===== src/rtl/coap_message_parser_top_assert.svh =====
// Assertion macros for the CoAP message parser top level.
`ifndef COAP_MESSAGE_PARSER_TOP_ASSERT_SVH
`define COAP_MESSAGE_PARSER_TOP_ASSERT_SVH

// Same-cycle implication, masked during reset.
`define COAP_ASSERT_NOW(label, clk, rst, ante, cons) \
   label: assert property (@(posedge clk) disable iff (rst) (ante) |-> (cons)) \
      else $error("coap parser: same-cycle check failed");

// Next-cycle implication, masked during reset.
`define COAP_ASSERT_NEXT(label, clk, rst, ante, cons) \
   label: assert property (@(posedge clk) disable iff (rst) (ante) |=> (cons)) \
      else $error("coap parser: next-cycle check failed");

`endif


===== src/rtl/coap_mp_pkg.sv =====
// Types and constants shared by the CoAP message parser.
`default_nettype none

package coap_mp_pkg;

   localparam logic [7:0]  OPTION_LIMIT_RESET = 8'd16;
   localparam logic [7:0]  PAYLOAD_MARKER     = 8'hFF;
   localparam logic [1:0]  PROTOCOL_VERSION   = 2'd1;
   localparam logic [3:0]  MAX_TOKEN_LENGTH   = 4'd8;
   localparam logic [3:0]  NIBBLE_EXT8        = 4'd13;
   localparam logic [3:0]  NIBBLE_EXT16       = 4'd14;
   localparam logic [3:0]  NIBBLE_RESERVED    = 4'd15;
   localparam logic [15:0] EXT8_BIAS          = 16'd13;
   localparam logic [15:0] EXT16_BIAS         = 16'd269;

   typedef enum logic [2:0] {
      PH_HEADER  = 3'd0,
      PH_TOKEN   = 3'd1,
      PH_OPTION  = 3'd2,
      PH_VALUE   = 3'd3,
      PH_PAYLOAD = 3'd4,
      PH_IGNORE  = 3'd5,
      PH_ERROR   = 3'd6
   } phase_type;

   // Position within an option header.
   typedef enum logic [2:0] {
      HS_NIBBLES   = 3'd0,
      HS_DELTA8    = 3'd1,
      HS_DELTA16_H = 3'd2,
      HS_DELTA16_L = 3'd3,
      HS_LEN8      = 3'd4,
      HS_LEN16_H   = 3'd5,
      HS_LEN16_L   = 3'd6
   } hstep_type;

   typedef enum logic [2:0] {
      CLS_HEADER  = 3'd0,
      CLS_TOKEN   = 3'd1,
      CLS_VALUE   = 3'd2,
      CLS_PAYLOAD = 3'd3,
      CLS_IGNORED = 3'd4
   } class_type;

   typedef enum logic [2:0] {
      ST_OK             = 3'd0,
      ST_SHORT_HEADER   = 3'd1,
      ST_BAD_VERSION    = 3'd2,
      ST_TOKEN_ERROR    = 3'd3,
      ST_OPT_HDR_SHORT  = 3'd4,
      ST_DELTA_RESERVED = 3'd5,
      ST_LEN_RESERVED   = 3'd6,
      ST_OPT_OVERRUN    = 3'd7
   } status_type;

   typedef struct packed {
      phase_type   phase;
      logic [1:0]  byte_pos;
      logic [3:0]  token_left;
      hstep_type   hstep;
      logic [7:0]  ext_high;
      logic [15:0] option_number;
      logic [15:0] bytes_left;
      logic [7:0]  options_counted;
      logic [1:0]  message_type;
      logic [3:0]  token_length;
      logic [7:0]  code_value;
      logic [15:0] message_id;
      logic        version_bad;
      status_type  error_code;
      logic [3:0]  len_nibble;
      logic [15:0] cur_length;
      logic [7:0]  cur_index;
   } parse_state_type;

   typedef struct packed {
      class_type   byte_class;
      logic [7:0]  data_out;
      logic [15:0] option_number;
      logic [15:0] option_length;
      logic [7:0]  option_index;
      logic [1:0]  message_type;
      logic [3:0]  token_length;
      logic [7:0]  code_value;
      logic [15:0] message_id;
      logic [7:0]  options_found;
      logic        message_end;
      status_type  status;
   } result_type;

endpackage

`default_nettype wire


===== src/rtl/coap_message_parser_top.sv =====
// CoAP message parser: byte-serial header, token, option and payload decoder.
`default_nettype none
//
//  channel   direction  handshake              payload
//  req_      in         req_valid / req_stall  data_byte, last_byte
//  rsp_      out        rsp_valid / rsp_stall  class, option and header fields, status
//  csr_      in         csr_write_enable       option limit (8 bit)
//
//  One request per cycle while req_stall is low, one response per request; the response
//  is registered in the response register, or in the skid entry while that register is held.
//  Parse state advances in the cycle of the request; the response is registered.
//  A one-entry skid buffer behind the response register keeps requests flowing
//  while a response is held; req_stall rises only once the skid entry is full.
//  Synchronous active-high reset: parser at message start, option limit = 16.
//  After the last byte of a message, parse state returns to its reset value.

module coap_message_parser_top (
   input  wire logic        clock,
   input  wire logic        reset,
   // request channel
   input  wire logic        req_valid,
   output logic             req_stall,
   input  wire logic [7:0]  req_data_byte,
   input  wire logic        req_last_byte,
   // response channel
   output logic             rsp_valid,
   input  wire logic        rsp_stall,
   output logic [2:0]       rsp_byte_class,
   output logic [7:0]       rsp_data_out,
   output logic [15:0]      rsp_option_number,
   output logic [15:0]      rsp_option_length,
   output logic [7:0]       rsp_option_index,
   output logic [1:0]       rsp_message_type,
   output logic [3:0]       rsp_token_length,
   output logic [7:0]       rsp_code_value,
   output logic [15:0]      rsp_message_id,
   output logic [7:0]       rsp_options_found,
   output logic             rsp_message_end,
   output logic [2:0]       rsp_status,
   // configuration
   input  wire logic        csr_write_enable,
   input  wire logic [7:0]  csr_write_data
);

   localparam coap_mp_pkg::parse_state_type STATE_RESET = '{
      phase:           coap_mp_pkg::PH_HEADER,
      byte_pos:        2'd0,
      token_left:      4'd0,
      hstep:           coap_mp_pkg::HS_NIBBLES,
      ext_high:        8'd0,
      option_number:   16'd0,
      bytes_left:      16'd0,
      options_counted: 8'd0,
      message_type:    2'd0,
      token_length:    4'd0,
      code_value:      8'd0,
      message_id:      16'd0,
      version_bad:     1'b0,
      error_code:      coap_mp_pkg::ST_OK,
      len_nibble:      4'd0,
      cur_length:      16'd0,
      cur_index:       8'd0
   };

   coap_mp_pkg::parse_state_type state_ff, state_in, nxt;
   coap_mp_pkg::result_type      result;
   coap_mp_pkg::result_type      rsp_data_ff, rsp_data_in;
   coap_mp_pkg::result_type      skid_data_ff, skid_data_in;
   logic                         rsp_valid_ff, rsp_valid_in;
   logic                         skid_valid_ff, skid_valid_in;
   logic [7:0]                   option_limit_ff, option_limit_in;

   logic                         req_accept;
   logic                         rsp_free;

   // decode scratch
   coap_mp_pkg::class_type       cls;
   coap_mp_pkg::status_type      err_code;
   logic                         err_req;
   logic                         do_delta;
   logic                         do_length;
   logic [15:0]                  delta_val;
   logic [15:0]                  length_val;
   logic [3:0]                   nib_delta;

   assign req_stall  = skid_valid_ff;
   assign req_accept = req_valid && !req_stall;
   assign rsp_free   = !rsp_valid_ff || !rsp_stall;

   // ------------------------------------------------------------------
   // Parse step: one byte through the framing state machine.
   // ------------------------------------------------------------------
   always_comb begin
      nxt        = state_ff;
      cls        = coap_mp_pkg::CLS_HEADER;
      err_req    = 1'b0;
      err_code   = coap_mp_pkg::ST_OK;
      do_delta   = 1'b0;
      do_length  = 1'b0;
      delta_val  = 16'd0;
      length_val = 16'd0;
      nib_delta  = req_data_byte[7:4];

      unique case (state_ff.phase)
         coap_mp_pkg::PH_HEADER: begin
            unique case (state_ff.byte_pos)
               2'd0: begin
                  nxt.version_bad  = (req_data_byte[7:6] != coap_mp_pkg::PROTOCOL_VERSION);
                  nxt.message_type = req_data_byte[5:4];
                  nxt.token_length = req_data_byte[3:0];
               end
               2'd1: nxt.code_value = req_data_byte;
               2'd2: nxt.message_id[15:8] = req_data_byte;
               default: nxt.message_id[7:0] = req_data_byte;
            endcase
            if (state_ff.byte_pos != 2'd3) begin
               nxt.byte_pos = state_ff.byte_pos + 2'd1;
               if (req_last_byte) begin
                  err_req  = 1'b1;
                  err_code = coap_mp_pkg::ST_SHORT_HEADER;
               end
            end else if (nxt.version_bad) begin
               err_req  = 1'b1;
               err_code = coap_mp_pkg::ST_BAD_VERSION;
            end else if (nxt.token_length > coap_mp_pkg::MAX_TOKEN_LENGTH) begin
               err_req  = 1'b1;
               err_code = coap_mp_pkg::ST_TOKEN_ERROR;
            end else if (nxt.token_length == 4'd0) begin
               nxt.phase = coap_mp_pkg::PH_OPTION;
               nxt.hstep = coap_mp_pkg::HS_NIBBLES;
            end else begin
               nxt.token_left = nxt.token_length;
               nxt.phase      = coap_mp_pkg::PH_TOKEN;
               if (req_last_byte) begin
                  err_req  = 1'b1;
                  err_code = coap_mp_pkg::ST_TOKEN_ERROR;
               end
            end
         end

         coap_mp_pkg::PH_TOKEN: begin
            cls = coap_mp_pkg::CLS_TOKEN;
            if (state_ff.token_left != 4'd0) begin
               nxt.token_left = state_ff.token_left - 4'd1;
            end
            if (nxt.token_left == 4'd0) begin
               nxt.phase = coap_mp_pkg::PH_OPTION;
               nxt.hstep = coap_mp_pkg::HS_NIBBLES;
            end else if (req_last_byte) begin
               err_req  = 1'b1;
               err_code = coap_mp_pkg::ST_TOKEN_ERROR;
            end
         end

         coap_mp_pkg::PH_OPTION: begin
            unique case (state_ff.hstep)
               coap_mp_pkg::HS_NIBBLES: begin
                  if (req_data_byte == coap_mp_pkg::PAYLOAD_MARKER) begin
                     nxt.phase = coap_mp_pkg::PH_PAYLOAD;
                  end else if (state_ff.options_counted >= option_limit_ff) begin
                     // limit reached: drop the rest of the message silently
                     cls       = coap_mp_pkg::CLS_IGNORED;
                     nxt.phase = coap_mp_pkg::PH_IGNORE;
                  end else begin
                     nxt.cur_index  = state_ff.options_counted;
                     nxt.cur_length = 16'd0;
                     nxt.len_nibble = req_data_byte[3:0];
                     if (nib_delta == coap_mp_pkg::NIBBLE_RESERVED) begin
                        err_req  = 1'b1;
                        err_code = coap_mp_pkg::ST_DELTA_RESERVED;
                     end else if (nib_delta < coap_mp_pkg::NIBBLE_EXT8) begin
                        do_delta  = 1'b1;
                        delta_val = {12'd0, nib_delta};
                     end else begin
                        nxt.hstep = (nib_delta == coap_mp_pkg::NIBBLE_EXT8) ?
                                    coap_mp_pkg::HS_DELTA8 : coap_mp_pkg::HS_DELTA16_H;
                        if (req_last_byte) begin
                           err_req  = 1'b1;
                           err_code = coap_mp_pkg::ST_OPT_HDR_SHORT;
                        end
                     end
                  end
               end
               coap_mp_pkg::HS_DELTA8: begin
                  do_delta  = 1'b1;
                  delta_val = {8'd0, req_data_byte} + coap_mp_pkg::EXT8_BIAS;
               end
               coap_mp_pkg::HS_DELTA16_H: begin
                  nxt.ext_high = req_data_byte;
                  nxt.hstep    = coap_mp_pkg::HS_DELTA16_L;
                  if (req_last_byte) begin
                     err_req  = 1'b1;
                     err_code = coap_mp_pkg::ST_OPT_HDR_SHORT;
                  end
               end
               coap_mp_pkg::HS_DELTA16_L: begin
                  do_delta  = 1'b1;
                  delta_val = {state_ff.ext_high, req_data_byte} + coap_mp_pkg::EXT16_BIAS;
               end
               coap_mp_pkg::HS_LEN8: begin
                  do_length  = 1'b1;
                  length_val = {8'd0, req_data_byte} + coap_mp_pkg::EXT8_BIAS;
               end
               coap_mp_pkg::HS_LEN16_H: begin
                  nxt.ext_high = req_data_byte;
                  nxt.hstep    = coap_mp_pkg::HS_LEN16_L;
                  if (req_last_byte) begin
                     err_req  = 1'b1;
                     err_code = coap_mp_pkg::ST_OPT_HDR_SHORT;
                  end
               end
               default: begin
                  do_length  = 1'b1;
                  length_val = {state_ff.ext_high, req_data_byte} + coap_mp_pkg::EXT16_BIAS;
               end
            endcase
         end

         coap_mp_pkg::PH_VALUE: begin
            cls = coap_mp_pkg::CLS_VALUE;
            if (state_ff.bytes_left != 16'd0) begin
               nxt.bytes_left = state_ff.bytes_left - 16'd1;
            end
            if (nxt.bytes_left == 16'd0) begin
               nxt.options_counted = state_ff.options_counted + 8'd1;
               nxt.phase           = coap_mp_pkg::PH_OPTION;
               nxt.hstep           = coap_mp_pkg::HS_NIBBLES;
            end else if (req_last_byte) begin
               err_req  = 1'b1;
               err_code = coap_mp_pkg::ST_OPT_OVERRUN;
            end
         end

         coap_mp_pkg::PH_PAYLOAD: cls = coap_mp_pkg::CLS_PAYLOAD;

         default: cls = coap_mp_pkg::CLS_IGNORED;
      endcase

      // Delta complete: advance the running number, then look at the length nibble.
      if (do_delta) begin
         nxt.option_number = state_ff.option_number + delta_val;
         if (nxt.len_nibble == coap_mp_pkg::NIBBLE_RESERVED) begin
            err_req  = 1'b1;
            err_code = coap_mp_pkg::ST_LEN_RESERVED;
         end else if (nxt.len_nibble < coap_mp_pkg::NIBBLE_EXT8) begin
            do_length  = 1'b1;
            length_val = {12'd0, nxt.len_nibble};
         end else begin
            nxt.hstep = (nxt.len_nibble == coap_mp_pkg::NIBBLE_EXT8) ?
                        coap_mp_pkg::HS_LEN8 : coap_mp_pkg::HS_LEN16_H;
            if (req_last_byte) begin
               err_req  = 1'b1;
               err_code = coap_mp_pkg::ST_OPT_HDR_SHORT;
            end
         end
      end

      // Length complete: an empty option finishes here, otherwise expect its value.
      if (do_length) begin
         nxt.cur_length = length_val;
         nxt.hstep      = coap_mp_pkg::HS_NIBBLES;
         if (length_val == 16'd0) begin
            nxt.options_counted = state_ff.options_counted + 8'd1;
            nxt.phase           = coap_mp_pkg::PH_OPTION;
         end else begin
            nxt.bytes_left = length_val;
            nxt.phase      = coap_mp_pkg::PH_VALUE;
            if (req_last_byte) begin
               err_req  = 1'b1;
               err_code = coap_mp_pkg::ST_OPT_OVERRUN;
            end
         end
      end

      // Keep the first error; every later byte is ignored.
      if (err_req) begin
         if (state_ff.error_code == coap_mp_pkg::ST_OK) begin
            nxt.error_code = err_code;
         end
         nxt.phase = coap_mp_pkg::PH_ERROR;
      end

      result.byte_class    = cls;
      result.data_out      = req_data_byte;
      result.option_number = nxt.option_number;
      result.option_length = nxt.cur_length;
      result.option_index  = nxt.cur_index;
      result.message_type  = nxt.message_type;
      result.token_length  = nxt.token_length;
      result.code_value    = nxt.code_value;
      result.message_id    = nxt.message_id;
      result.options_found = nxt.options_counted;
      result.message_end   = req_last_byte;
      result.status        = nxt.error_code;

      // Advance only on an accepted request; restart after the last byte.
      state_in = state_ff;
      if (req_accept) begin
         state_in = req_last_byte ? STATE_RESET : nxt;
      end
   end

   // ------------------------------------------------------------------
   // Response register with one-entry skid buffer.
   // ------------------------------------------------------------------
   always_comb begin
      rsp_data_in   = rsp_data_ff;
      rsp_valid_in  = rsp_valid_ff;
      skid_data_in  = skid_data_ff;
      skid_valid_in = skid_valid_ff;
      if (rsp_free) begin
         if (skid_valid_ff) begin
            rsp_data_in   = skid_data_ff;
            rsp_valid_in  = 1'b1;
            skid_valid_in = 1'b0;
         end else if (req_accept) begin
            rsp_data_in  = result;
            rsp_valid_in = 1'b1;
         end else begin
            rsp_valid_in = 1'b0;
         end
      end else if (req_accept) begin
         // response held: park this one in the skid entry
         skid_data_in  = result;
         skid_valid_in = 1'b1;
      end
   end

   assign option_limit_in = csr_write_enable ? csr_write_data : option_limit_ff;

   always_ff @(posedge clock) begin
      if (reset) begin
         state_ff        <= STATE_RESET;
         rsp_valid_ff    <= 1'b0;
         skid_valid_ff   <= 1'b0;
         option_limit_ff <= coap_mp_pkg::OPTION_LIMIT_RESET;
      end else begin
         state_ff        <= state_in;
         rsp_valid_ff    <= rsp_valid_in;
         skid_valid_ff   <= skid_valid_in;
         option_limit_ff <= option_limit_in;
      end
   end

   always_ff @(posedge clock) begin
      rsp_data_ff  <= rsp_data_in;
      skid_data_ff <= skid_data_in;
   end

   assign rsp_valid         = rsp_valid_ff;
   assign rsp_byte_class    = rsp_data_ff.byte_class;
   assign rsp_data_out      = rsp_data_ff.data_out;
   assign rsp_option_number = rsp_data_ff.option_number;
   assign rsp_option_length = rsp_data_ff.option_length;
   assign rsp_option_index  = rsp_data_ff.option_index;
   assign rsp_message_type  = rsp_data_ff.message_type;
   assign rsp_token_length  = rsp_data_ff.token_length;
   assign rsp_code_value    = rsp_data_ff.code_value;
   assign rsp_message_id    = rsp_data_ff.message_id;
   assign rsp_options_found = rsp_data_ff.options_found;
   assign rsp_message_end   = rsp_data_ff.message_end;
   assign rsp_status        = rsp_data_ff.status;

   // ------------------------------------------------------------------
   // Assertions
   // ------------------------------------------------------------------
`include "coap_message_parser_top_assert.svh"

   // the skid entry only fills behind a held response
   `COAP_ASSERT_NOW(a_skid_behind_rsp, clock, reset, skid_valid_ff, rsp_valid_ff)

   // a recorded error always parks the parser in the error phase
   `COAP_ASSERT_NOW(a_error_parks, clock, reset,
      state_ff.error_code != coap_mp_pkg::ST_OK, state_ff.phase == coap_mp_pkg::PH_ERROR)

   // the last byte of a message restarts parsing at the header
   `COAP_ASSERT_NEXT(a_last_restarts, clock, reset, req_accept && req_last_byte,
      state_ff.phase == coap_mp_pkg::PH_HEADER && state_ff.byte_pos == 2'd0 &&
      state_ff.options_counted == 8'd0)

endmodule

`default_nettype wire


===== config.mk =====
export PLATFORM = sky130hd
export DESIGN_NAME = coap_message_parser_top
export DESIGN_NICKNAME = d
export VERILOG_FILES = /design/src/rtl/coap_mp_pkg.sv /design/src/rtl/coap_message_parser_top.sv
export VERILOG_INCLUDE_DIRS = /design/src /design/src/rtl
export SDC_FILE = /design/constraint.sdc
export NUM_CORES = 1
export LEC_CHECK = 0
export BUFFER_PORTS_ARGS = -buffer_cell sky130_fd_sc_hd__buf_2
export CAP_MARGIN = 20
export CELL_PAD_IN_SITES_DETAIL_PLACEMENT = 1
export CELL_PAD_IN_SITES_GLOBAL_PLACEMENT = 2
export CORE_MARGIN = 5
export CORE_UTILIZATION = 30
export DETAILED_ROUTE_END_ITERATION = 10
export PLACE_DENSITY_LB_ADDON = 0.1
export SLEW_MARGIN = 30
export SYNTH_ARGS = -nofsm -noshare
export SYNTH_HDL_FRONTEND = slang
export SYNTH_SLANG_ARGS = --single-unit

===== constraint.sdc =====
create_clock -name clock -period 5.9 [get_ports clock]
set_input_delay 0.885 -clock clock [delete_from_list [all_inputs] [get_ports clock]]
set_output_delay 0.885 -clock clock [all_outputs]
set_load 0.005 [all_outputs]

### Word level (Yosys, flattened, before mapping)

Index checks and enable logic that the tools add are counted.

* $add $sub $neg: 7
* multipliers: 0
* divide/modulo/power cells: 0
* magnitude comparators: 4
* equal/unequal tests: 29
* shifts and indexed selects: 0
* muxes and demuxes: 136
* bitwise operators: 1
* reductions and logical operators: 34

Operators with widths (number)
* 2-to-1 mux 93 bit: 2
* 2-to-1 mux 16 bit: 10
* 2-to-1 mux 3 bit: 42
* 2-to-1 mux 122 bit: 1
* 2-to-1 mux 28 bit: 4
* 2-to-1 mux 8 bit: 7
* 2-to-1 mux 24 bit: 2
* case mux 16 bit (3 select lines): 1
* case mux 3 bit (4 select lines): 3
* 2-to-1 mux 1 bit: 35
* zero test 16 bit: 2
* case mux 16 bit (2 select lines): 1
* 2-to-1 mux 31 bit: 1
* 2-to-1 mux 4 bit: 7
* inequality test 5 bit, second input constant: 5
* 2-to-1 mux 7 bit: 3
* adder 16 bit: 1
* adder 16 x 9 -> 16 bit, second input constant: 1
* == test 4 bit, second input constant: 4
* 2-to-1 mux 2 bit: 8
* nonzero test 16 bit: 1
* subtractor 16 x 1 -> 16 bit, second input constant: 1
* case mux 3 bit (5 select lines): 1
* == test 3 x 2 -> 1 bit, second input constant: 4
* 41 further kinds: 64

* flip-flop bits (word level): 318
* latch bits: 0
* RAM bits: 0
* memory bits (read-only): 0
* input bits: 22
* output and inout bits: 95
* memories kept: 0

### Longest topological paths before layout

* depth in word-level cells: 20
* depth in mapped cells: 21

### Worst setup path before layout

No wires, ideal clock.

* kind: reg2reg
* from: reg skid_valid_ff, in the netlist req_stall
* to: reg rsp_data_ff, in the netlist rsp_byte_class[0], enable pin
* setup time: 575 ps
* arrival time: 5477 ps
* required time: 5325 ps
* path slack: -152 ps
* cell stages (with the launch flop): 5
* period minus slack after synthesis: 6052 ps
* cells stage by stage: dfxtp_1 -> clkbuf_1 -> clkbuf_1 -> nor2_1 -> a21oi_1

* word-level cells in the longest chain between the ends: 4

RTL lines
* start: declaration: RTL line coap_message_parser_top.sv:70 `logic skid_valid_ff, skid_valid_in;`
* start signal: assignment: RTL line coap_message_parser_top.sv:340 `skid_valid_ff <= skid_valid_in;`
* zero test 1 bit: RTL line coap_message_parser_top.sv:87 `assign req_accept = req_valid && !req_stall;`
* logical AND 1 bit: RTL line coap_message_parser_top.sv:87
* nonzero test 2 bit (no line) (*)
* AND reduction 2 bit (no line) (*)
* end signal: assignment: RTL line coap_message_parser_top.sv:346 `rsp_data_ff <= rsp_data_in;`
* end: declaration: RTL line coap_message_parser_top.sv:67 `coap_mp_pkg::result_type rsp_data_ff, rsp_data_in;`

Mark *: on every way between the ends. The rest lies on a longest branch, timed or not.
A chain may end at the register's enable or synchronous reset.

==> flow_summary_export.csv <==
group,metric,value,unit
synthesis,synth_edf_count,186,
global_route,grt_pass1_wl,81000,µm
timing,setup_tns,0,ns
clocking,cts_sinks,318,
die,core_area,0.0524,mm²
global_route,grt_antenna_before_repair,1,
drt,vias,12400,
drt,routed_via_density,5.32,
pwr,ir_worst_vdd,0.000165,V
clocking,cts-root-buf,"clkbuf_16",
timing,slew_violations,0,
run,maxCapViolCount,0,
global_route,grt_use_total,18.2,%
min_path,hold_path_class,"register to register",
min_path,min_from,"state_ff[114]",
critical_path,arrival,5.63,ns
critical_path,critPathKind,"register to register",
timing,finalHoldViolations,0,
global_route,grt_max_degree,68,
clocking,cts_setup_buffers,0,
clocking,htreeDepth,2,
synthesis,syn_area_per_cell,10.4,µm²
synthesis,synth_seq_cells,318,
placement,port-buffer-count,116,
pwr,powerDensity,286,mW/mm²
clocking,cts.hold.buffers_added,0,
synthesis,syn_inst,1527,
synthesis,synthTopCellsByArea,"edfxtp_1, dfxtp_1, mux2_2",
critical_path,worstSetupStartpointType,"register",
synthesis,netlist.area_leader.share,35.3,%
critical_path,r2r_slack,0.58,ns
critical_path,rr_worst_depth,21,
critical_path,endpoint,"skid_data_ff[80]",
finish,drive_gt1_share,21.5,%
clocking,clkTransAtPathRegs,0.06,ns
synthesis,ys_types,79,
drt,antenna_left,0,
global_route,overflow,0,
placement,postPlaceCellArea,0.0171,mm²
die,start_util,30.2,%
drt,drt_iter0_drc,702,
outcome,status,"completed",
synthesis,synth_ff_type,"edfxtp_1",
synthesis,synth_nets,1581,
finish,areaGrowthSynthToFinish,16.5,%
drt,wl_per_cell,23.0,µm
clocking,clk_path_buf_depth,3,
pwr,finalPower,0.00527,W
finish,final_nets,1661,
clocking,worstSkewPairLatency,0.57,ns
clocking,cts_buffers,40,
synthesis,synthArstFlopShare,0,%
die,io_pins,117,
critical_path,crit_path_max_fanout,6,
drt,finalWirelength,53400,µm
die,die_area,0.0574,mm²
timing,setup_slack,0.578,ns
timing,finClkSkew,0.0193,ns
clocking,cts_resized,0,
critical_path,reg2reg_from,"state_ff[62]",
placement,dp_hpwl,37000,µm
finish,num_antenna_cells,0,
timing,max_freq,188,MHz
synthesis,yosysMostFrequentCell,"edfxtp_1",
placement,preCtsSetupSlack,0.693,ns
global_route,grt_pass1_vias,12600,
timing,finalSetupViolations,0,
finish,final_area,0.0184,mm²
critical_path,rr_endpoint,"skid_data_ff[80]",
synthesis,syn_area,0.0158,mm²
pwr,power.leakage,6.93,nW
synthesis,synth_common_cells,"edfxtp_1, nor2_1, dfxtp_1",
critical_path,critPathLaunch,"state_ff[62]",
timing,max_slew.worst_pin.slew,0.932,ns
synthesis,synth_warnings,0,
synthesis,synth_largest_area_cell,"edfxtp_1",
drt,drcViolationCount,0,
clocking,cts_tree,"done",
synthesis,synth-seq-area-share,52.0,%
timing,rsz0062_at_grt,"no",
die,die_h,240,µm
timing,fin_crit_sh,90.2,%
timing,relSlewSlack,37.9,%
placement,gp_congestion,0.849,
die,die_x,240,µm
timing,fin_crit,5.32,ns
drt,firstDrtPassIters,5,
critical_path,cp_data_required_time,6.21,ns
die,rows,84,
critical_path,cp-end-kind,"register",
finish,n_fill_cell,5826,
## worst max-delay path, stage by stage (launching register included)
cell       delay (ns)
dfxtp_1          0.41
inv_1            0.12
ha_1             0.30
nand2b_1         0.16
a2111oi_2        0.66
o311a_1          0.39
nand2_1          0.16
nor2_1           0.11
a31oi_1          0.09
nor2_1           0.11
ha_1             0.18
inv_1            0.06
fa_1             0.40
nor2b_1          0.12
o21ai_0          0.10
a21boi_0         0.39
o211ai_1         0.17
a21oi_1          0.29
o31ai_1          0.19
o21ai_0          0.38
xnor2_1          0.20
o21ai_0          0.11
## per-stage QoR
step | util (%) | hold slack (ns) | std cells
2_1_floorplan | - | 0.437 | 1527
5_1_grt | 35.1 | 0.532 | 2327
3_3_place_gp | 32.6 | 0.471 | 2253
3_5_place_dp | 32.6 | 0.482 | 2253
6_report | 35.1 | 0.495 | 2327
4_1_cts | 35.1 | 0.499 | 2327
## placed cells by master (no fill, tap or decap), types with 40 or more instances in the layout
cell	count
edfxtp_1	186
nor2_1	172
dfxtp_1	132
nand2_1	127
mux2_2	116
buf_2	115
a22oi_1	80
o21ai_0	72
a21oi_1	71
clkbuf_16	41
nor3_1	40
## layer usage
metal	GRT usage, %	part of all wire [%]	vias to the layer above	routed length, µm
met4	4.32	1.9	2	1030
met5	0	0.021	-	11
met1	25.5	48	6288	25600
met2	29.7	47	188	25000
met3	2.88	3.2	58	1710
li1	-	-	5837	-
## final cells by class
class	count	area [µm²]	share of cell area, %
Timing Repair Buffer	148	823	4.47
Inverter	34	130	0.706
Multi-Input combinational cell	1065	7060	38.3
Clock buffer	49	1090	5.89
Sequential cell	318	8230	44.6
Tap cell	688	861	4.67
Clock inverter	25	244	1.32
## state kept, by name, indices dropped and copies added, names as in the netlist
signal / cells
req_stall: 1
rsp_token_length: 4
skid_data_ff: 93
option_limit_ff: 8
rsp_message_end: 1
rsp_message_id: 16
rsp_byte_class: 3
state_ff: 122
rsp_status: 3
rsp_valid: 1
rsp_data_out: 8
rsp_message_type: 2
rsp_options_found: 8
rsp_code_value: 8
rsp_option_number: 16
rsp_option_index: 8
rsp_option_length: 16
## kinds of logic (layout without fill, tap and decap cells)
| group | Yosys count | count (layout) | synth area share, % |
|---|---|---|---|
| AND/OR/NAND/NOR | 501 | 501 | 14.9 |
| AO/OA/AOI/OAI | 368 | 368 | 15.8 |
| flip-flops | 318 | 318 | 52.0 |
| buffers and inverters | 144 | 256 | 3.63 |
| multiplexers | 136 | 136 | 9.52 |
| adder cells (fa/ha/maj) | 34 | 34 | 2.71 |
| XOR/XNOR | 26 | 26 | 1.44 |
## worst min-delay path by stage
stage,slack (ns),end,depth (start not counted)
finish,0.49,state_ff[114],2
global route,0.53,state_ff[46],2
CTS,0.50,state_ff[114],2
detailed placement,0.48,state_ff[114],2
global placement,0.47,state_ff[109],2
floorplan,0.44,state_ff[109],2
## report_power, final
group	internal, W	switching (W)
sequential	0.00241	0.0000223
combinational	0.000116	0.000249
clock	0.00146	0.00101
total	0.00399	0.00128
Note: power is estimated with default switching activity, not from simulation.
